--- src/rtl/lzr_pkg.sv ---
// Package for the 2D Lorenzo fixed-point reconstruction core.
// Holds register indexes, widths, the controller state type and the
// controller/datapath command and status structs. No dependencies.
`default_nettype none
package lzr_pkg;

  localparam int unsigned VALUE_W = 64;
  localparam int unsigned BOUND_W = 63;
  localparam int unsigned IDX_W   = 10;
  localparam int unsigned CODE_W  = 16;
  localparam int unsigned CFG_AW  = 2;

  localparam logic [CFG_AW-1:0] REG_ROW_WIDTH       = 2'd0;
  localparam logic [CFG_AW-1:0] REG_POWER_BASE      = 2'd1;
  localparam logic [CFG_AW-1:0] REG_BOUND_THRESHOLD = 2'd2;
  localparam logic [CFG_AW-1:0] REG_QUANT_RADIUS    = 2'd3;

  localparam logic [BOUND_W-1:0] BOUND_TOP = {BOUND_W{1'b1}};

  typedef enum logic [2:0] {
    ST_IDLE,
    ST_READ,
    ST_PREP,
    ST_POW,
    ST_MULU,
    ST_MULV,
    ST_WRITE
  } lzr_state_t;

  typedef struct packed {
    logic load;
    logic read;
    logic prep;
    logic pow_step;
    logic mul_u;
    logic mul_v;
    logic commit;
  } lzr_cmd_t;

  typedef struct packed {
    logic unpred;
    logic pow_done;
    logic out_busy;
  } lzr_status_t;

endpackage
`default_nettype wire

--- src/rtl/lzr_ctrl.sv ---
// Controller state machine of the Lorenzo reconstruction core.
// Depends on lzr_pkg for the state, command and status types.
`default_nettype none
module lzr_ctrl (
  input  wire                 clk,
  input  wire                 rst,
  input  wire                 in_valid,
  output logic                in_ready,
  input  lzr_pkg::lzr_status_t st,
  output lzr_pkg::lzr_cmd_t   cmd
);
  import lzr_pkg::*;

  lzr_state_t state, state_next;

  always_ff @(posedge clk) begin
    if (rst) begin
      state <= ST_IDLE;
    end else begin
      state <= state_next;
    end
  end

  always_comb begin
    state_next = state;
    case (state)
      ST_IDLE: begin
        if (in_valid) state_next = ST_READ;
      end
      ST_READ: state_next = ST_PREP;
      ST_PREP: begin
        if (st.unpred) state_next = ST_WRITE;
        else state_next = ST_POW;
      end
      ST_POW: begin
        if (st.pow_done) state_next = ST_MULU;
      end
      ST_MULU: state_next = ST_MULV;
      ST_MULV: state_next = ST_WRITE;
      ST_WRITE: begin
        if (!st.out_busy) state_next = ST_IDLE;
      end
      default: state_next = ST_IDLE;
    endcase
  end

  always_comb begin
    in_ready = 1'b0;
    cmd      = '0;
    case (state)
      ST_IDLE: begin
        in_ready = 1'b1;
        cmd.load = in_valid;
      end
      ST_READ: cmd.read = 1'b1;
      ST_PREP: cmd.prep = 1'b1;
      ST_POW: cmd.pow_step = !st.pow_done;
      ST_MULU: cmd.mul_u = 1'b1;
      ST_MULV: cmd.mul_v = 1'b1;
      ST_WRITE: cmd.commit = !st.out_busy;
      default: cmd = '0;
    endcase
  end

endmodule
`default_nettype wire

--- config.mk ---
export PLATFORM = sky130hd
export DESIGN_NAME = lzr_ctrl
export DESIGN_NICKNAME = d
export VERILOG_FILES = /design/src/rtl/lzr_pkg.sv /design/src/rtl/lzr_ctrl.sv
export SDC_FILE = /design/constraint.sdc
export NUM_CORES = 1
export LEC_CHECK = 0
export BUFFER_PORTS_ARGS = -buffer_cell sky130_fd_sc_hd__buf_2
export CORE_AREA = 8 8 45 47
export CTS_CLUSTER_DIAMETER = 150
export CTS_CLUSTER_SIZE = 8
export DETAILED_ROUTE_END_ITERATION = 16
export DIE_AREA = 0 0 53 55
export GPL_TIMING_DRIVEN = 0
export SLEW_MARGIN = 20
export SYNTH_ARGS = -nofsm -noshare
export SYNTH_HDL_FRONTEND = slang
export SYNTH_SLANG_ARGS = --single-unit
--- constraint.sdc ---
create_clock -name clk -period 1.3 [get_ports clk]
set_input_delay 0.26 -clock clk [delete_from_list [all_inputs] [get_ports clk]]
set_output_delay 0.26 -clock clk [all_outputs]
set_load 0.1 [all_outputs]
# Word-level counts from Yosys, hierarchy flattened
# Cells that the tools add are included.
# classes
n_reduce_logical,4
muxes,13
n_eq_ne,9
# ops
operator,count
3-bit one-hot mux with 7 select lines,1
3-bit two-way mux,4
3-bit equality test (second input constant),3
1-bit two-way mux,8
3-bit by 2-bit equality test with 1-bit output (second input constant),2
2-bit inequality test (second input constant),3
3-bit by 1-bit equality test with 1-bit output (second input constant),1
3-bit logical NOT,1
3-bit AND reduction,1
1-bit logical NOT,2
# totals
regBits,3
output_inout_bits,8

# Longest topological paths before layout
# Gate-level depths: netlist of the first run.
# logic_depth
word_depth,3
depth_mapped,4
ltp_nobuf,3

# Worst setup path before layout of the first run
# Ideal clock, no wire load.
# synth_path
kind,reg-to-output
startpoint,reg state[1]
endpoint,out cmd[3] in the netlist's numbering
t_arrival_ns,3.644
t_required_ns,1.040
slack_ns,-2.604
path_stages_with_launch,3
path_buffers,0
cell_sequence,dfxtp_1 -> inv_1 -> nor4b_1
# synth_lines
item,line_no,source
from (decl),lzr_ctrl.sv:14,"lzr_state_t state, state_next;"
from (signal assigned),lzr_ctrl.sv:20,state <= state_next;
to (decl),lzr_ctrl.sv:10,output lzr_pkg::lzr_cmd_t cmd

==> impl_metrics.env, run 1 <==
export IMPL_drc=0
export IMPL_synth_edf_count=0
export IMPL_rows=14
export IMPL_ys_ff_latch=3
export IMPL_drive_gt1_frac=0.8077
export IMPL_reg_top3="state x3"
export IMPL_cts_sinks=3
export IMPL_p_int_w=0.0003985
export IMPL_dp_slack_ps=-204.2
export IMPL_min_path_type="input pin to register"
export IMPL_critPathMaxStageDelay_ps=410
export IMPL_post_drt_wl_per_cell_um=12.54
export IMPL_powerDensity_nw_per_um2=1200
export IMPL_syn_to_final_growth_pct=180.7
export IMPL_holdBufCountCts=0
export IMPL_core_area_um2=1384
export IMPL_yosysTopAreaCell="dfxtp_1"
export IMPL_worstSetupPathType="register to output pin"
export IMPL_vias=301
export IMPL_hold_depth=2
export IMPL_async_reset_ff_frac=0
export IMPL_syn_area_um2=214.0
export IMPL_p_sw_w=0.0003222
export IMPL_finalHoldViolCount=0
export IMPL_cts_tree="done"
export IMPL_rsz0062_at_grt="yes"
export IMPL_nets=59
export IMPL_viasPerCell=4.426
export IMPL_wl_um=853
export IMPL_cts_buffers=3
export IMPL_leakagePower_nw=0.2559
export IMPL_synth_fp_nets=32
export IMPL_num_antenna_cells=0
export IMPL_dieArea_um2=2915
export IMPL_synthFlopType="dfxtp_1"
export IMPL_clockBufferDepth=2
export IMPL_period_minus_slack_ps=1502
export IMPL_drt_first_pass_iters=3
export IMPL_required_ps=1040
export IMPL_netlist_top_cells_count="dfxtp_1 (3), nor3_1 (3)"
export IMPL_die_w_um=53
export IMPL_gp_congestion=0.7413
export IMPL_arrival_ps=1240
export IMPL_skew_ps=2.373
export IMPL_io_pins=14
export IMPL_worst_path_buf_inv=2
export IMPL_clk_latency_ps=230
export IMPL_antenna_found_initial=0
export IMPL_cp_top_family="flip-flops"
export IMPL_violations="setup timing"
export IMPL_grt_pass1_wl_um=1504
export IMPL_seqPwrFrac=0.168
export IMPL_grt_max_degree=11
export IMPL_relSlewSlack=0.8580
export IMPL_setup_slack_ps=-201.7
export IMPL_worstMarginPinSlew_ps=212.8
export IMPL_setup_viol=9
export IMPL_sw_frac_of_total=0.4471
export IMPL_syn_avg_cell_area_um2=8.229
export IMPL_r2r_slack_ps=-80
export IMPL_cts_reportedPaths_clkPinSlew_ps=40
export IMPL_drt_iter0_markers=1
export IMPL_ctsRootBufferMaster="clkbuf_4"
export IMPL_outcome="finished, violations left"
export IMPL_seq_area_frac_synth=0.2807
export IMPL_top_register="state"
export IMPL_p_clk_frac=0.222
export IMPL_cp_cell_sequence="inv_8 -> nor4b_4 -> buf_6"
export IMPL_r2r_start="state[0]"
export IMPL_largest_reg_flops=3
export IMPL_fillers=136
export IMPL_syn_inst=26
export IMPL_fin_tns_setup_ps=-1172
export IMPL_die_y_um=55
export IMPL_vdd_drop_max_mv=0.3811
export IMPL_min_to="state[1]"
export IMPL_period_share=1.155
export IMPL_initial_core_util=0.1546
export IMPL_gr_total_overflow=0
export IMPL_portBuffers=13
export IMPL_cp_start_kind="register"
export IMPL_grt_usage=0.07318
export IMPL_drtAntennaViolNets=0
export IMPL_maxCapViolCount=0
export IMPL_slew_viol_final=0
export IMPL_yosys_cell_types_count=18
export IMPL_comb_power_share=0.610
export IMPL_grt_pass1_vias=336
export IMPL_crit_slowest_cell="dfxtp_4"
export IMPL_cp_max_fo=6
export IMPL_ys_warn_count=0
export IMPL_synth_top_area_frac=0.2807
export IMPL_ys_top_cells_by_area="dfxtp_1 (28%), nor3_1 (7.0%), mux2_4 (7.0%)"
export IMPL_cts_max_level=1
export IMPL_achievable_frequency_mhz=665.9
export IMPL_r2r_cells=5
export IMPL_r2r_end="state[0]"
export IMPL_holdCritStartpoint="rst"
export IMPL_endpoint_kind="output pin"
worst max-delay path by stage:
stage	startpoint	to	slack [ps]	cells after the start
after global placement	state[1]	cmd[3]	-190	3
after CTS	state[1]	cmd[3]	-200	3
after global routing	state[0]	cmd[6]	-240	4
after detailed placement	state[1]	cmd[3]	-200	3
after floorplan	state[2]	cmd[6]	-720	3
final	state[1]	cmd[3]	-200	3
final cells by class:
class                           instances  area [um^2]  area share
Buffer                                  2        26.28     0.04375
Sequential cell                         3        65.06      0.1083
Clock buffer                            4        26.28     0.04375
Tap cell                               16        20.02     0.03333
Multi-Input combinational cell         20        214.0      0.3562
Timing Repair Buffer                   22        237.7      0.3958
Inverter                                1        11.26     0.01875
through the flow:
step	hold slack [ps]	util	total power [W]	cells	cell area [um^2]
after floorplan	329.1	-	0.0003880	26	286.5
after global placement	458.4	0.2685	0.0004295	55	371.6
after detailed placement	455.7	0.2685	0.0004316	55	371.6
after CTS	208.9	0.3924	0.0006927	63	543.0
after global routing	217.8	0.4340	0.0007593	68	600.6
final	216.8	0.4340	0.0007208	68	600.6
cells in the final DEF (no fill, tap or decap), drive strengths merged:
master   n
nor2     1
nor4b    1
and3     1
nor3     3
inv      1
nor2b    1
o21ai    2
nand3b   1
clkbuf   4
and2     2
o221a    1
buf     24
or3      1
and2b    1
a21oi    2
dfxtp    3
mux2     1
nor3b    2
cell families (layout without fill, tap and decap cells):
kind of cell / Yosys count / in the layout / share of synthesized area
buffers and inverters: 3 / 29 / 0.08768
DFF: 3 / 3 / 0.2807
AOI/OAI and AO/OA: 5 / 5 / 0.1462
and+or+nand+nor: 14 / 14 / 0.4152
muxes: 1 / 1 / 0.07015
layer usage:
layer / part of all wire / vias up / track usage
met5: 0 / - / 0
met4: 0.022 / 0 / 0.07759
met3: 0.034 / 2 / 0.01337
met2: 0.60 / 7 / 0.1250
met1: 0.34 / 143 / 0.07132
li1: - / 149 / -
repair_timing:
action | CTS | global route
gates resized for setup | 33 | 7
endpoints found under the setup margin | 9 | 9
pin swaps | 3 | 3
buffers inserted | 4 | 5
worst register-to-register path, delay by kind of cell (launching register included):
kind                   cells  cell delay (ps)
buffers and inverters      2              240
DFF                        1              310
and+or+nand+nor            1              320
AOI/OAI and AO/OA          1              140
muxes                      1              290
power groups by stage:
stage | sequential (W) | combinational, W | clock [W]
floorplan | 0.000115 | 0.000273 | 0
global placement | 0.000117 | 0.000313 | 0
detailed placement | 0.000117 | 0.000314 | 0
CTS | 0.000118 | 0.000405 | 0.000170
global route | 0.000123 | 0.000460 | 0.000176
finish | 0.000121 | 0.000439 | 0.000160
Power figures use the tool's default switching activity.
==> run 2, diff against run 1 <==
--- a/config.mk
+++ b/config.mk
@@ -12,6 +12,7 @@
 export DETAILED_ROUTE_END_ITERATION = 16
 export DIE_AREA = 0 0 53 55
 export GPL_TIMING_DRIVEN = 0
+export PLACE_DENSITY_LB_ADDON = 0.12
 export SLEW_MARGIN = 20
 export SYNTH_ARGS = -nofsm -noshare
 export SYNTH_HDL_FRONTEND = slang
==> impl_metrics.env, run 2 (synthesis results as in run 1) <==
export IMPL_dieArea_um2=2915
export IMPL_top_register="state"
export IMPL_slew_viol_final=0
export IMPL_cts_reportedPaths_clkPinSlew_ps=40
export IMPL_grt_usage=0.06445
export IMPL_reg_top3="state x3"
export IMPL_gp_congestion=0.6790
export IMPL_vias=286
export IMPL_skew_ps=0.1649
export IMPL_cts_buffers=3
export IMPL_initial_core_util=0.1546
export IMPL_drt_iter0_markers=0
export IMPL_period_minus_slack_ps=1487
export IMPL_placed_cell_area_um2=371.6
export IMPL_finalHoldViolCount=0
export IMPL_worstSetupPathType="register to output pin"
export IMPL_outcome="finished, violations left"
export IMPL_arrival_ps=1230
export IMPL_holdWs_ps=207.7
export IMPL_grt_pass1_vias=301
export IMPL_portBuffers=13
export IMPL_ctsRootBufferMaster="clkbuf_4"
export IMPL_syn_to_final_growth_pct=168.4
export IMPL_largest_reg_flops=3
export IMPL_viasPerCell=4.400
export IMPL_holdBufCountCts=0
export IMPL_grt_pass1_wl_um=1324
export IMPL_gr_total_overflow=0
export IMPL_required_ps=1040
export IMPL_vdd_drop_max_mv=0.4443
export IMPL_min_path_type="input pin to register"
export IMPL_drc=0
export IMPL_worstSetupPathDepth=3
export IMPL_setup_viol=9
export IMPL_critPathMaxStageDelay_ps=330
export IMPL_final_common_cell="buf_6"
export IMPL_cp_cell_sequence="buf_8 -> nor4b_4 -> buf_6"
export IMPL_die_y_um=55
export IMPL_r2r_cells=4
export IMPL_dpl_hpwl_um=537.3
export IMPL_cp_start_kind="register"
export IMPL_final_area_um2=574.3
export IMPL_relSlewSlack=0.8652
export IMPL_cp_top_family="buffers and inverters"
export IMPL_nets=56
export IMPL_drt_first_pass_iters=1
export IMPL_rows=14
export IMPL_violations="setup timing"
export IMPL_cts_sinks=3
export IMPL_rsz0062_at_grt="yes"
export IMPL_clk_latency_ps=230
export IMPL_cts_tree="done"
export IMPL_antenna_found_initial=0
export IMPL_num_antenna_cells=0
export IMPL_grt_max_degree=7
export IMPL_period_share=1.144
export IMPL_wl_um=818
export IMPL_crit_slowest_cell="dfxtp_2"
export IMPL_clockBufferDepth=2
export IMPL_setup_slack_ps=-186.7
export IMPL_powerDensity_nw_per_um2=1238
export IMPL_endpoint_kind="output pin"
export IMPL_cts_max_level=1
export IMPL_drive_gt1_frac=0.8163
export IMPL_leakagePower_nw=0.2417
export IMPL_die_w_um=53
export IMPL_maxCapViolCount=0
export IMPL_hold_depth=2
export IMPL_worst_path_buf_inv=2
export IMPL_core_area_um2=1384
export IMPL_post_drt_wl_per_cell_um=12.58
export IMPL_worstMarginPinSlew_ps=201.4
export IMPL_cp_max_fo=5
export IMPL_drtAntennaViolNets=0
export IMPL_final_cell_mix="buf_6 (7), buf_2 (5), buf_12 (5)"
export IMPL_io_pins=14
export IMPL_achievable_frequency_mhz=672.6
-- run 2: cell count changes in the layout (fill, tap and decap cells not counted), sizes merged --
cell and delta:
buf -4, clkbuf +1
-- run 2: power breakdown --
group / switching [W] / internal [W] / total [W]
registers: 0.0000182 / 0.000105 / 0.000123
logic: 0.000255 / 0.000165 / 0.000420
clock network: 0.0000531 / 0.000115 / 0.000168
total: 0.000326 / 0.000385 / 0.000711
-- run 2: per-stage QoR --
stage	setup slack, ps	cells	TNS (ps)	util	total power (W)
floorplan	-721.5	26	-2674	-	0.0003880
finish	-186.7	65	-931.4	0.4150	0.0007111
global placement	-201.1	55	-812.2	0.2685	0.0004308
global route	-230.8	65	-1392	0.4150	0.0007532
CTS	-198.1	65	-1057	0.4123	0.0007185
detailed placement	-204.6	55	-849.3	0.2685	0.0004322
-- run 2: layout make-up --
type,instances,area [um^2]
Inverter,1,8.758
Fill cell,132,809.5
Timing Repair Buffer,19,221.5
Buffer,2,26.28
Tap cell,16,20.02
Sequential cell,3,66.31
Multi-Input combinational cell,20,205.2
Clock buffer,4,26.28
-- run 2: timing repair --
action	in CTS	in global routing
gates cloned	2	0
buffers inserted	4	0
endpoints found under the setup margin	9	9
gates resized for setup	38	2
pin swaps	4	5
-- run 2: final timing paths --
kind,startpoint,endpoint,slack [ps]
min,rst,state[2],210
max,state[2],cmd[3],-190
min reg2reg,state[2],state[0],660
max reg2reg,state[0],state[0],-10
-- run 2: per-layer routing --
metal | track usage | vias up | wire length, um
met3 | 0.02941 | 0 | 39
met5 | 0 | - | 0
met2 | 0.1035 | 8 | 427
met1 | 0.06829 | 137 | 350
li1 | - | 141 | -
met4 | 0.03879 | 0 | 0
==> run 3, diff against run 2 <==
--- a/config.mk
+++ b/config.mk
@@ -13,6 +13,7 @@
 export DIE_AREA = 0 0 53 55
 export GPL_TIMING_DRIVEN = 0
 export PLACE_DENSITY_LB_ADDON = 0.12
+export REMOVE_ABC_BUFFERS = 1
 export SLEW_MARGIN = 20
 export SYNTH_ARGS = -nofsm -noshare
 export SYNTH_HDL_FRONTEND = slang
==> impl_metrics.env, run 3 (synthesis results as in run 1) <==
export IMPL_drive_gt1_frac=0.7826
export IMPL_largest_reg_flops=3
export IMPL_violations="setup timing"
export IMPL_die_y_um=55
export IMPL_slew_viol_final=0
export IMPL_drt_first_pass_iters=2
export IMPL_cts_tree="done"
export IMPL_wl_um=786
export IMPL_relSlewSlack=0.8512
export IMPL_dieArea_um2=2915
export IMPL_portBuffers=13
export IMPL_crit_slowest_cell="dfxtp_4"
export IMPL_crit_end="cmd[6]"
export IMPL_cp_cell_sequence="buf_4 -> nor3_4 -> and2_4 -> buf_12"
export IMPL_setup_viol=8
export IMPL_grt_pass1_wl_um=1269
export IMPL_period_minus_slack_ps=1517
export IMPL_leakagePower_nw=0.2115
export IMPL_cp_max_fo=5
export IMPL_syn_to_final_growth_pct=139.8
export IMPL_grt_usage=0.06072
export IMPL_rows=14
export IMPL_viasPerCell=4.306
export IMPL_rsz0062_at_grt="yes"
export IMPL_crit_path_start="state[2]"
export IMPL_reg_top3="state x3"
export IMPL_setup_slack_ps=-217.0
export IMPL_required_ps=1040
export IMPL_cts_buffers=3
export IMPL_final_common_cell="buf_6"
export IMPL_gp_congestion=0.7175
export IMPL_r2r_end="state[0]"
export IMPL_top_register="state"
export IMPL_worstSetupPathType="register to output pin"
export IMPL_die_w_um=53
export IMPL_initial_core_util=0.1546
export IMPL_r2r_start="state[0]"
export IMPL_clk_latency_ps=230
export IMPL_critPathMaxStageDelay_ps=350
export IMPL_worstSetupPathDepth=4
export IMPL_achievable_frequency_mhz=659.2
export IMPL_outcome="finished, violations left"
export IMPL_cts_max_level=1
export IMPL_clockBufferDepth=2
export IMPL_vias=267
export IMPL_core_area_um2=1384
export IMPL_min_path_type="input pin to register"
export IMPL_drtAntennaViolNets=0
export IMPL_period_share=1.167
export IMPL_worstMarginPinSlew_ps=222.3
export IMPL_dp_slack_ps=-296.5
export IMPL_skew_ps=3.310
export IMPL_worst_path_buf_inv=2
export IMPL_r2r_cells=3
export IMPL_holdBufCountCts=0
export IMPL_cts_sinks=3
export IMPL_r2r_slack_ps=50
export IMPL_antenna_found_initial=0
export IMPL_cp_start_kind="register"
export IMPL_cts_reportedPaths_clkPinSlew_ps=40
export IMPL_powerDensity_nw_per_um2=1309
export IMPL_arrival_ps=1260
export IMPL_post_drt_wl_per_cell_um=12.68
export IMPL_cp_top_family="simple AND/OR/NAND/NOR gates"
export IMPL_ctsRootBufferMaster="clkbuf_4"
export IMPL_maxCapViolCount=0
export IMPL_gr_total_overflow=0
export IMPL_grt_pass1_vias=274
export IMPL_io_pins=14
export IMPL_vdd_drop_max_mv=0.4278
export IMPL_num_antenna_cells=0
export IMPL_nets=53
export IMPL_drt_iter0_markers=3
export IMPL_finalHoldViolCount=0
export IMPL_grt_max_degree=11
export IMPL_holdWs_ps=210.6
export IMPL_final_cell_mix="buf_6 (6), buf_2 (5), buf_12 (4)"
export IMPL_endpoint_kind="output pin"
export IMPL_drc=0
-- run 3: cell count changes in the layout (fill, tap and decap cells not counted), sizes merged --
| cell | before | now |
|---|---|---|
| buf | 20 | 18 |
| clkbuf | 5 | 4 |
-- run 3: power by group --
group / internal (W) / total (W) / leakage, nW / switching [W]
sequential: 0.000104 / 0.000133 / 0.0267 / 0.0000292
combinational: 0.000147 / 0.000378 / 0.170 / 0.000231
clock: 0.000115 / 0.000160 / 0.0150 / 0.0000448
-- run 3: stage by stage --
| stage | cell area [um^2] | cells | setup TNS, ps | power (W) | util |
|---|---|---|---|---|---|
| global route | 513.0 | 62 | -1394 | 0.0007031 | 0.3707 |
| CTS | 491.7 | 61 | -922.7 | 0.0006568 | 0.3553 |
| detailed placement | 284.0 | 53 | -1299 | 0.0003788 | 0.2052 |
| floorplan | 198.9 | 24 | -11870 | 0.0003348 | - |
| global placement | 284.0 | 53 | -1208 | 0.0003784 | 0.2052 |
| finish | 513.0 | 62 | -1029 | 0.0006714 | 0.3707 |
-- run 3: worst min-delay path by stage --
stage / slack [ps] / startpoint / cells past startpoint / endpoint
floorplan: 330 / rst / 1 / state[0]
global placement: 460 / rst / 2 / state[0]
detailed placement: 460 / rst / 2 / state[2]
CTS: 210 / rst / 2 / state[0]
global route: 220 / rst / 2 / state[0]
finish: 210 / rst / 2 / state[0]
-- run 3: routing by layer --
| metal | GRT usage | share of wire | vias up |
|---|---|---|---|
| li1 | - | - | 134 |
| met4 | 0.05172 | 0.017 | 0 |
| met3 | 0.03209 | 0.078 | 2 |
| met2 | 0.09180 | 0.51 | 10 |
| met5 | 0 | 0 | - |
| met1 | 0.06098 | 0.40 | 121 |
-- run 3: repair_timing --
| item | in CTS | in global routing |
|---|---|---|
| setup endpoints to repair | 9 | 9 |
| setup buffers | 4 | 1 |
| pin swaps | 1 | 3 |
| gates resized for setup | 44 | 3 |
-- run 3: final cells by class --
cell class | count | area [um^2]
Clock buffer | 4 | 26.28
Fill cell | 154 | 870.8
Inverter | 1 | 6.256
Multi-Input combinational cell | 20 | 193.9
Sequential cell | 3 | 71.32
Tap cell | 16 | 20.02
Timing Repair Buffer | 18 | 195.2
